**src/design/bcdclk_pkg.sv**
```systemverilog
// bcdclk_pkg: shared types, codes and decode tables for the bcd clock
// used by bcdclk_core, bcdclk_disp and bcd_clock_with_keypad_set_top
`default_nettype none

package bcdclk_pkg;

    localparam logic [1:0] MODE_SECOND = 2'd0;
    localparam logic [1:0] MODE_SCAN   = 2'd1;
    localparam logic [1:0] MODE_KEY    = 2'd2;

    localparam logic [3:0] KEY_LAST_DIGIT = 4'd9;
    localparam logic [3:0] KEY_SET        = 4'd11;

    localparam int unsigned NUM_DIGITS = 6;
    localparam logic [2:0]  ENTRY_FULL = 3'd6;
    localparam logic [2:0]  DASH_SLOT  = 3'd6;

    localparam logic [6:0] SEG_DASH  = 7'b1000000;
    localparam logic [6:0] SEG_BLANK = 7'b0000000;

    typedef logic [NUM_DIGITS-1:0][3:0] t_digits;

    typedef struct packed {
        t_digits    digits;
        logic       set_mode;
        logic [2:0] entry_count;
        logic [2:0] scan_pos;
    } t_clk_state;

    function automatic logic [6:0] seg_decode(input logic [3:0] value);
        logic [6:0] seg;
        unique case (value)
            4'd0:    seg = 7'b0111111;
            4'd1:    seg = 7'b0000110;
            4'd2:    seg = 7'b1011011;
            4'd3:    seg = 7'b1001111;
            4'd4:    seg = 7'b1100110;
            4'd5:    seg = 7'b1101101;
            4'd6:    seg = 7'b1111101;
            4'd7:    seg = 7'b0000111;
            4'd8:    seg = 7'b1111111;
            4'd9:    seg = 7'b1101111;
            default: seg = SEG_BLANK;
        endcase
        return seg;
    endfunction

    // scan position to digit slot, dash slot for the separators
    function automatic logic [2:0] pos_to_slot(input logic [2:0] pos);
        logic [2:0] slot;
        unique case (pos)
            3'd0:    slot = 3'd0;
            3'd1:    slot = 3'd1;
            3'd2:    slot = DASH_SLOT;
            3'd3:    slot = 3'd2;
            3'd4:    slot = 3'd3;
            3'd5:    slot = DASH_SLOT;
            3'd6:    slot = 3'd4;
            default: slot = 3'd5;
        endcase
        return slot;
    endfunction

endpackage

`default_nettype wire

```
**src/design/bcdclk_core.sv**
```systemverilog
// bcdclk_core: time, set-mode and scan state with its next-state logic
// depends on bcdclk_pkg
`default_nettype none

module bcdclk_core (
    input  wire                     i_clk,
    input  wire                     i_rst_n,
    input  wire                     i_advance,
    input  wire [1:0]               i_mode,
    input  wire [3:0]               i_key,
    output bcdclk_pkg::t_clk_state  o_next,
    output logic                    o_rejected
);
    import bcdclk_pkg::*;

    t_clk_state r_state;
    t_clk_state n_state;
    t_digits    ticked;
    t_digits    shifted;
    logic [2:0] count_inc;
    logic       hours_ok;
    logic       entry_ok;
    logic       rejected;

    // one-second carry chain
    always_comb begin
        ticked    = r_state.digits;
        ticked[5] = r_state.digits[5] + 4'd1;
        if (ticked[5] >= 4'd10) begin
            ticked[5] = 4'd0;
            ticked[4] = r_state.digits[4] + 4'd1;
            if (ticked[4] >= 4'd6) begin
                ticked[4] = 4'd0;
                ticked[3] = r_state.digits[3] + 4'd1;
                if (ticked[3] >= 4'd10) begin
                    ticked[3] = 4'd0;
                    ticked[2] = r_state.digits[2] + 4'd1;
                    if (ticked[2] >= 4'd6) begin
                        ticked[2] = 4'd0;
                        ticked[1] = r_state.digits[1] + 4'd1;
                        if (r_state.digits[0] >= 4'd2 && ticked[1] >= 4'd4) begin
                            ticked[0] = 4'd0;
                            ticked[1] = 4'd0;
                        end else if (ticked[1] >= 4'd10) begin
                            ticked[1] = 4'd0;
                            ticked[0] = r_state.digits[0] + 4'd1;
                        end
                    end
                end
            end
        end
    end

    // key entry shifts in from the right
    assign shifted   = {i_key, r_state.digits[5], r_state.digits[4],
                        r_state.digits[3], r_state.digits[2], r_state.digits[1]};
    assign count_inc = r_state.entry_count + 3'd1;
    assign hours_ok  = (shifted[0] == 4'd2 && shifted[1] < 4'd4) ||
                       (shifted[0] < 4'd2 && shifted[1] < 4'd10);
    assign entry_ok  = hours_ok && shifted[2] < 4'd6 && shifted[3] < 4'd10 &&
                       shifted[4] < 4'd6 && shifted[5] < 4'd10;

    always_comb begin
        n_state  = r_state;
        rejected = 1'b0;
        unique case (i_mode)
            MODE_SECOND: begin
                if (!r_state.set_mode) begin
                    n_state.digits = ticked;
                end
            end
            MODE_SCAN: begin
                n_state.scan_pos = r_state.scan_pos + 3'd1;
            end
            MODE_KEY: begin
                if (i_key == KEY_SET) begin
                    if (!r_state.set_mode) begin
                        n_state.set_mode    = 1'b1;
                        n_state.entry_count = 3'd0;
                        n_state.digits      = '0;
                    end
                end else if (i_key <= KEY_LAST_DIGIT && r_state.set_mode) begin
                    n_state.digits      = shifted;
                    n_state.entry_count = count_inc;
                    if (count_inc >= ENTRY_FULL) begin
                        n_state.entry_count = 3'd0;
                        if (entry_ok) begin
                            n_state.set_mode = 1'b0;
                        end else begin
                            n_state.digits = '0;
                            rejected       = 1'b1;
                        end
                    end
                end
            end
            default: begin
                n_state = r_state;
            end
        endcase
    end

    always_ff @(posedge i_clk) begin
        if (!i_rst_n) begin
            r_state <= '0;
        end else if (i_advance) begin
            r_state <= n_state;
        end
    end

    assign o_next     = n_state;
    assign o_rejected = rejected;

endmodule

`default_nettype wire

```
**src/design/bcdclk_disp.sv**
```systemverilog
// bcdclk_disp: seven-segment and digit-select decode of one clock state
// depends on bcdclk_pkg
`default_nettype none

module bcdclk_disp (
    input  bcdclk_pkg::t_clk_state i_state,
    output logic [6:0]             o_segments,
    output logic [7:0]             o_digit_select,
    output logic                   o_setting,
    output logic [2:0]             o_digits_entered
);
    import bcdclk_pkg::*;

    logic [2:0] slot;
    logic [3:0] slot_sum;

    assign slot     = pos_to_slot(i_state.scan_pos);
    assign slot_sum = {1'b0, slot} + {1'b0, i_state.entry_count};

    always_comb begin
        priority if (slot == DASH_SLOT) begin
            o_segments = SEG_DASH;
        end else if (i_state.set_mode && slot_sum < 4'(NUM_DIGITS)) begin
            o_segments = SEG_BLANK;
        end else begin
            o_segments = seg_decode(i_state.digits[slot]);
        end
    end

    assign o_digit_select   = ~(8'd1 << i_state.scan_pos);
    assign o_setting        = i_state.set_mode;
    assign o_digits_entered = i_state.set_mode ? i_state.entry_count : 3'd0;

endmodule

`default_nettype wire

```
**src/design/bcd_clock_with_keypad_set_top.sv**
```systemverilog
// bcd_clock_with_keypad_set_top: input register, clock core, display decode
// and result register; depends on bcdclk_pkg, bcdclk_core and bcdclk_disp
//
// A 24-hour BCD clock with keypad time entry and an eight-position
// multiplexed seven-segment display. Every accepted word (second tick, scan
// tick or key press) gives exactly one result word describing the state
// after it. The block takes one word per cycle unless the result side stalls;
// a word goes from the input register to the result register; a stalled
// result holds the input register, so the input stalls only while both are full.
`default_nettype none

module bcd_clock_with_keypad_set_top (
    input  wire        i_clk,
    input  wire        i_rst_n,
    input  wire        i_valid,
    output logic       o_stall,
    input  wire [1:0]  i_mode,
    input  wire [3:0]  i_key,
    output logic       o_valid,
    input  wire        i_stall,
    output logic [6:0] o_segments,
    output logic [7:0] o_digit_select,
    output logic       o_setting,
    output logic [2:0] o_digits_entered,
    output logic       o_entry_rejected
);
    import bcdclk_pkg::*;

    logic       r_in_valid;
    logic [1:0] r_mode;
    logic [3:0] r_key;
    logic       r_out_valid;
    logic [6:0] r_segments;
    logic [7:0] r_digit_select;
    logic       r_setting;
    logic [2:0] r_digits_entered;
    logic       r_entry_rejected;

    logic       out_load;
    logic       advance;
    t_clk_state next_state;
    logic       rejected;
    logic [6:0] n_segments;
    logic [7:0] n_digit_select;
    logic       n_setting;
    logic [2:0] n_digits_entered;

    assign out_load = !r_out_valid || !i_stall;
    assign advance  = r_in_valid && out_load;
    assign o_stall  = r_in_valid && !out_load;

    always_ff @(posedge i_clk) begin
        if (!i_rst_n) begin
            r_in_valid <= 1'b0;
        end else if (!o_stall) begin
            r_in_valid <= i_valid;
        end
    end

    always_ff @(posedge i_clk) begin
        if (i_valid && !o_stall) begin
            r_mode <= i_mode;
            r_key  <= i_key;
        end
    end

    bcdclk_core u_core (
        .i_clk      (i_clk),
        .i_rst_n    (i_rst_n),
        .i_advance  (advance),
        .i_mode     (r_mode),
        .i_key      (r_key),
        .o_next     (next_state),
        .o_rejected (rejected)
    );

    bcdclk_disp u_disp (
        .i_state          (next_state),
        .o_segments       (n_segments),
        .o_digit_select   (n_digit_select),
        .o_setting        (n_setting),
        .o_digits_entered (n_digits_entered)
    );

    always_ff @(posedge i_clk) begin
        if (!i_rst_n) begin
            r_out_valid <= 1'b0;
        end else if (out_load) begin
            r_out_valid <= advance;
        end
    end

    always_ff @(posedge i_clk) begin
        if (advance) begin
            r_segments       <= n_segments;
            r_digit_select   <= n_digit_select;
            r_setting        <= n_setting;
            r_digits_entered <= n_digits_entered;
            r_entry_rejected <= rejected;
        end
    end

    assign o_valid          = r_out_valid;
    assign o_segments       = r_segments;
    assign o_digit_select   = r_digit_select;
    assign o_setting        = r_setting;
    assign o_digits_entered = r_digits_entered;
    assign o_entry_rejected = r_entry_rejected;

    a_one_position: assert property (@(posedge i_clk) disable iff (!i_rst_n)
        o_valid |-> $countones(o_digit_select) == 7)
        else $error("digit select not a single active position");

    a_count_in_set: assert property (@(posedge i_clk) disable iff (!i_rst_n)
        o_valid |-> (o_setting || o_digits_entered == 3'd0) && o_digits_entered <= 3'd5)
        else $error("entry count out of range or outside set mode");

    a_reject_clears: assert property (@(posedge i_clk) disable iff (!i_rst_n)
        (o_valid && o_entry_rejected) |-> (o_setting && o_digits_entered == 3'd0))
        else $error("rejected entry did not stay in set mode with cleared count");

    a_stall_holds_input: assert property (@(posedge i_clk) disable iff (!i_rst_n)
        o_stall |=> r_in_valid && $stable(r_mode) && $stable(r_key))
        else $error("input register changed while the result side was stalled");

endmodule

`default_nettype wire

```
**config.mk**
```make
export PLATFORM = sky130hd
export DESIGN_NAME = bcd_clock_with_keypad_set_top
export DESIGN_NICKNAME = d
export VERILOG_FILES = /design/src/design/bcdclk_pkg.sv /design/src/design/bcdclk_core.sv /design/src/design/bcdclk_disp.sv /design/src/design/bcd_clock_with_keypad_set_top.sv
export SDC_FILE = /design/constraint.sdc
export NUM_CORES = 1
export LEC_CHECK = 0
export ABC_AREA = 1
export BUFFER_PORTS_ARGS = -buffer_cell sky130_fd_sc_hd__buf_2
export CAP_MARGIN = 10
export CORE_UTILIZATION = 46
export DETAILED_ROUTE_END_ITERATION = 6
export HOLD_SLACK_MARGIN = 0.05
export PLACE_DENSITY = 0.69
export SLEW_MARGIN = 20
export SYNTH_ARGS = -nofsm -noshare
export SYNTH_HDL_FRONTEND = slang
export SYNTH_SLANG_ARGS = --single-unit
```
**constraint.sdc**
```tcl
create_clock -name i_clk -period 2.95 [get_ports i_clk]
set_input_delay 0.7375 -clock i_clk [delete_from_list [all_inputs] [get_ports i_clk]]
set_output_delay 0.7375 -clock i_clk [all_outputs]
set_load 0.02 [all_outputs]
```
==> impl_results.md <==
* Status: finished with violations
* Violations in the final reports: setup timing
* Share of cells above drive strength 1 at 33.3%
* Worst Skew at 0.0100 ns
* Core Rows at 35
* Share of the synthesized area in the top cell type at 17.3%
* WL final at 16,100 um
* Clk pwr share at approximately 30%
* Gp weighted congestion at between 0.9 and 1
* Average routed wire per standard cell at ~16 um
* Initial core utilization at 48.3%
* All-Layer GR Usage at between 30 and 40%
* Sequential area share after synthesis at 31.9%
* Internal Power at approximately 1.9 mW
* # nets final at about 880
* Remaining Overflow, GRT at 0
* Core area at 9370 um^2
* Area Growth Syn to Fin at 40.6%
* # H-tree levels at 3
* Reg clk slew, reported paths at approximately 0.08 ns
* #FFs+latches synth at 59
* Met1 Use GR at 42.8%
* Setup crit start: u_core.r_state[23]
* Synth Net Count at 707
* Synthesized netlist cell count at 672
* Net Sw Frac at a little over a third
* Power per cell area at 463 nW/um^2
* Final setup viols at 4
* VDD IR max at 269 uV
* Slew Limit Fails at 0
* Pleak at between 3 and 4 nW
* Met2 Resource Use GR at between 50% and 60%
* PortBufs at 31
* Worst-skew pair later-pin latency at approximately 0.36 ns
* Fmax at 335 MHz
* Post-synth cell types at 44
* Inserted Clock Buffers at 9
* # diodes at 0
* Layout fillers at roughly 870
* Synth area leaders: edfxtp_1, dfxtp_1, nand2_1
* Antenna violations before repair at 0
* Synth async-reset ratio at 0%
* Hold_sp: o_valid
* Rel. slew slack at 53.7%
* ANT nets after route at 0
* Startpoint Class: register
* Kind of critical path: reg2reg
* Post-CTS Hold Fix Bufs at 0
* Die Footprint at 10,200 um^2
* Synthesized area per cell at 6.73 um^2
* RSZ-0062 raised after global routing: true
* DRT iter0 DRCs at 465
* Via count at 5,381
* Reg2reg start: u_core.r_state[23]
* Final Cell Area at about 6400 um^2
* Die H at 101 um
* CP Data Required Time at 3.07 ns
* Most frequent cell after synthesis: nand2_1
* Maximum clock path buffer count at 2
* Post-DP HPWL at 11,600 um
* Largest net degree at the start of global routing at 63
* Global routing usage on met3 at 5.11%
* Synth top cells by count: nand2_1, inv_1, nor2_1
* Ys Warns at 0
* Arr. time, crit path at 3.10 ns
* First-pass GRT wire length at around 25,000 um
* Min Tclk post-route at 2.98 ns
* Number of global-route vias before repair at 4,983
* Pre-CTS setup slack at -0.325 ns
* DRC Markers at 0
* Combinational share of power at 36.8%
* Final WS setup at -0.0347 ns
* Max Cap Violations at 0
* CP max FO at 4
* Hold crit path type: reg2reg
* Post-Place Cell Area at 5670 um^2
* Ys flop type: dfxtp_1
* CTS root buf: clkbuf_8
* Worst-Margin Slew at 0.693 ns
* Post-Syn Area at around 4500 um^2
* GRT busiest layer: met2
* Sw Pwr at between 1 and 1.5 mW
* Cell taking the most area after synthesis: edfxtp_1
* CTS tree: yes
* Io pins at 32
* Tcrit/Tclk final at 101%
* Seq pwr share at 33.5%
* CTS Sinks at 59
* Number of synthesized flops with an enable pin at 26
* Crit. End Element: register
* Die W at a little over 100 um
* Drt first pass iters at 5
* Via-per-instance ratio at 5.51
* Final hold vios at 0
what timing repair did:
action	CTS	global route
setup endpoints to repair	7	9
resized for setup	30	54
pin swaps	14	25
buffers inserted	24	9
cell usage in the layout, fill, tap and decap left out, drive strengths merged, types with 2 or more instances in the layout:
master	netlist	final
nand2	157	157
nand3b	2	2
inv	105	105
or2	2	2
o211ai	19	19
a31oi	2	2
dfxtp	33	33
nand3	56	56
ha	24	24
clkbuf	12	9
o221ai	3	3
bufinv	0	2
xor2	4	4
nor2	73	73
nand4	24	24
edfxtp	26	26
o21ai	59	59
o2111ai	2	2
a211oi	2	2
nor3	7	7
a21oi	39	39
clkinv	1	5
o22ai	4	4
buf	8	180
cell type report:
cell class	count	area, um^2	area share [%]
Sequential cell	59	1460	22.9
Timing Repair Buffer	180	1310	20.7
Tap cell	129	161	2.54
Clock inverter	7	100	1.57
Clock buffer	9	124	1.95
Inverter	106	408	6.41
Multi-Input combinational cell	487	2800	44.0
logic make-up (layout without fill, tap and decap cells):
family / Yosys count / in the layout / share of synthesized area, %
buffers and inverters: 126 / 302 / 10.7
adder cells (fa/ha/maj): 25 / 25 / 7.08
flip-flops: 59 / 59 / 31.9
XOR/XNOR: 5 / 5 / 1.38
AND/OR/NAND/NOR: 323 / 323 / 31.6
AO/OA/AOI/OAI: 134 / 134 / 17.4
per-layer routing:
layer  wire [um]  share of wire [%]  vias up
li1            -                  -     2591
met1        6910                 43     2478
met2        7210                 45      250
met3        1260                7.8       62
met4         697                4.3        0
met5           0                  0        -
per-stage QoR:
| stage | setup TNS, ns | utilization (%) | hold slack, ns | cells | total power, mW |
|---|---|---|---|---|---|
| after floorplan | 0 | - | 0.457 | 672 | 1.53 |
| after global placement | -1.23 | 60.5 | 0.488 | 929 | 1.91 |
| after detailed placement | -1.79 | 60.5 | 0.501 | 929 | 1.93 |
| after CTS | 0 | 65.3 | 0.520 | 968 | 2.86 |
| after global routing | -1.59 | 67.9 | 0.547 | 977 | 3.08 |
| final | -0.0958 | 67.9 | 0.518 | 977 | 2.95 |
critical path, stage by stage, from the launching register on:
cell	delay, ns
dfxtp_4	0.39
ha_2	0.18
inv_1	0.05
nand2_1	0.09
nand2_2	0.07
nor2_2	0.15
inv_1	0.07
nand2_2	0.11
nand2_2	0.09
nor2_4	0.14
nand2_2	0.07
xor2_1	0.13
nand2_1	0.06
o211ai_1	0.07
o21ai_1	0.11
nor2_1	0.08
o21ai_2	0.16
nand2_1	0.08
nand2_2	0.10
inv_2	0.05
ha_1	0.28
nor2_1	0.13
nor2_1	0.06
power groups by stage:
stage	combinational, mW	sequential, mW	clock, mW
final	1.08	0.987	0.877
after global routing	1.18	0.993	0.913
after CTS	0.989	0.981	0.886
after detailed placement	0.935	0.998	0
after global placement	0.917	0.996	0
after floorplan	0.508	1.02	0
state kept, by name, indices dropped and copies added (netlist names):
name              count
r_mode                2
r_key                 4
o_entry_rejected      1
o_digit_select        8
o_segments            7
u_core.r_state       31
r_in_valid            1
o_valid               1
o_setting             1
o_digits_entered      3
worst paths after layout:
check,to,slack (ns),cells after the start
max reg2reg,o_segments[1],-0.03,22
min,o_valid,0.52,2
max,o_segments[1],-0.03,22
min reg2reg,o_valid,0.52,2
Note: power is estimated with default switching activity, not from simulation.
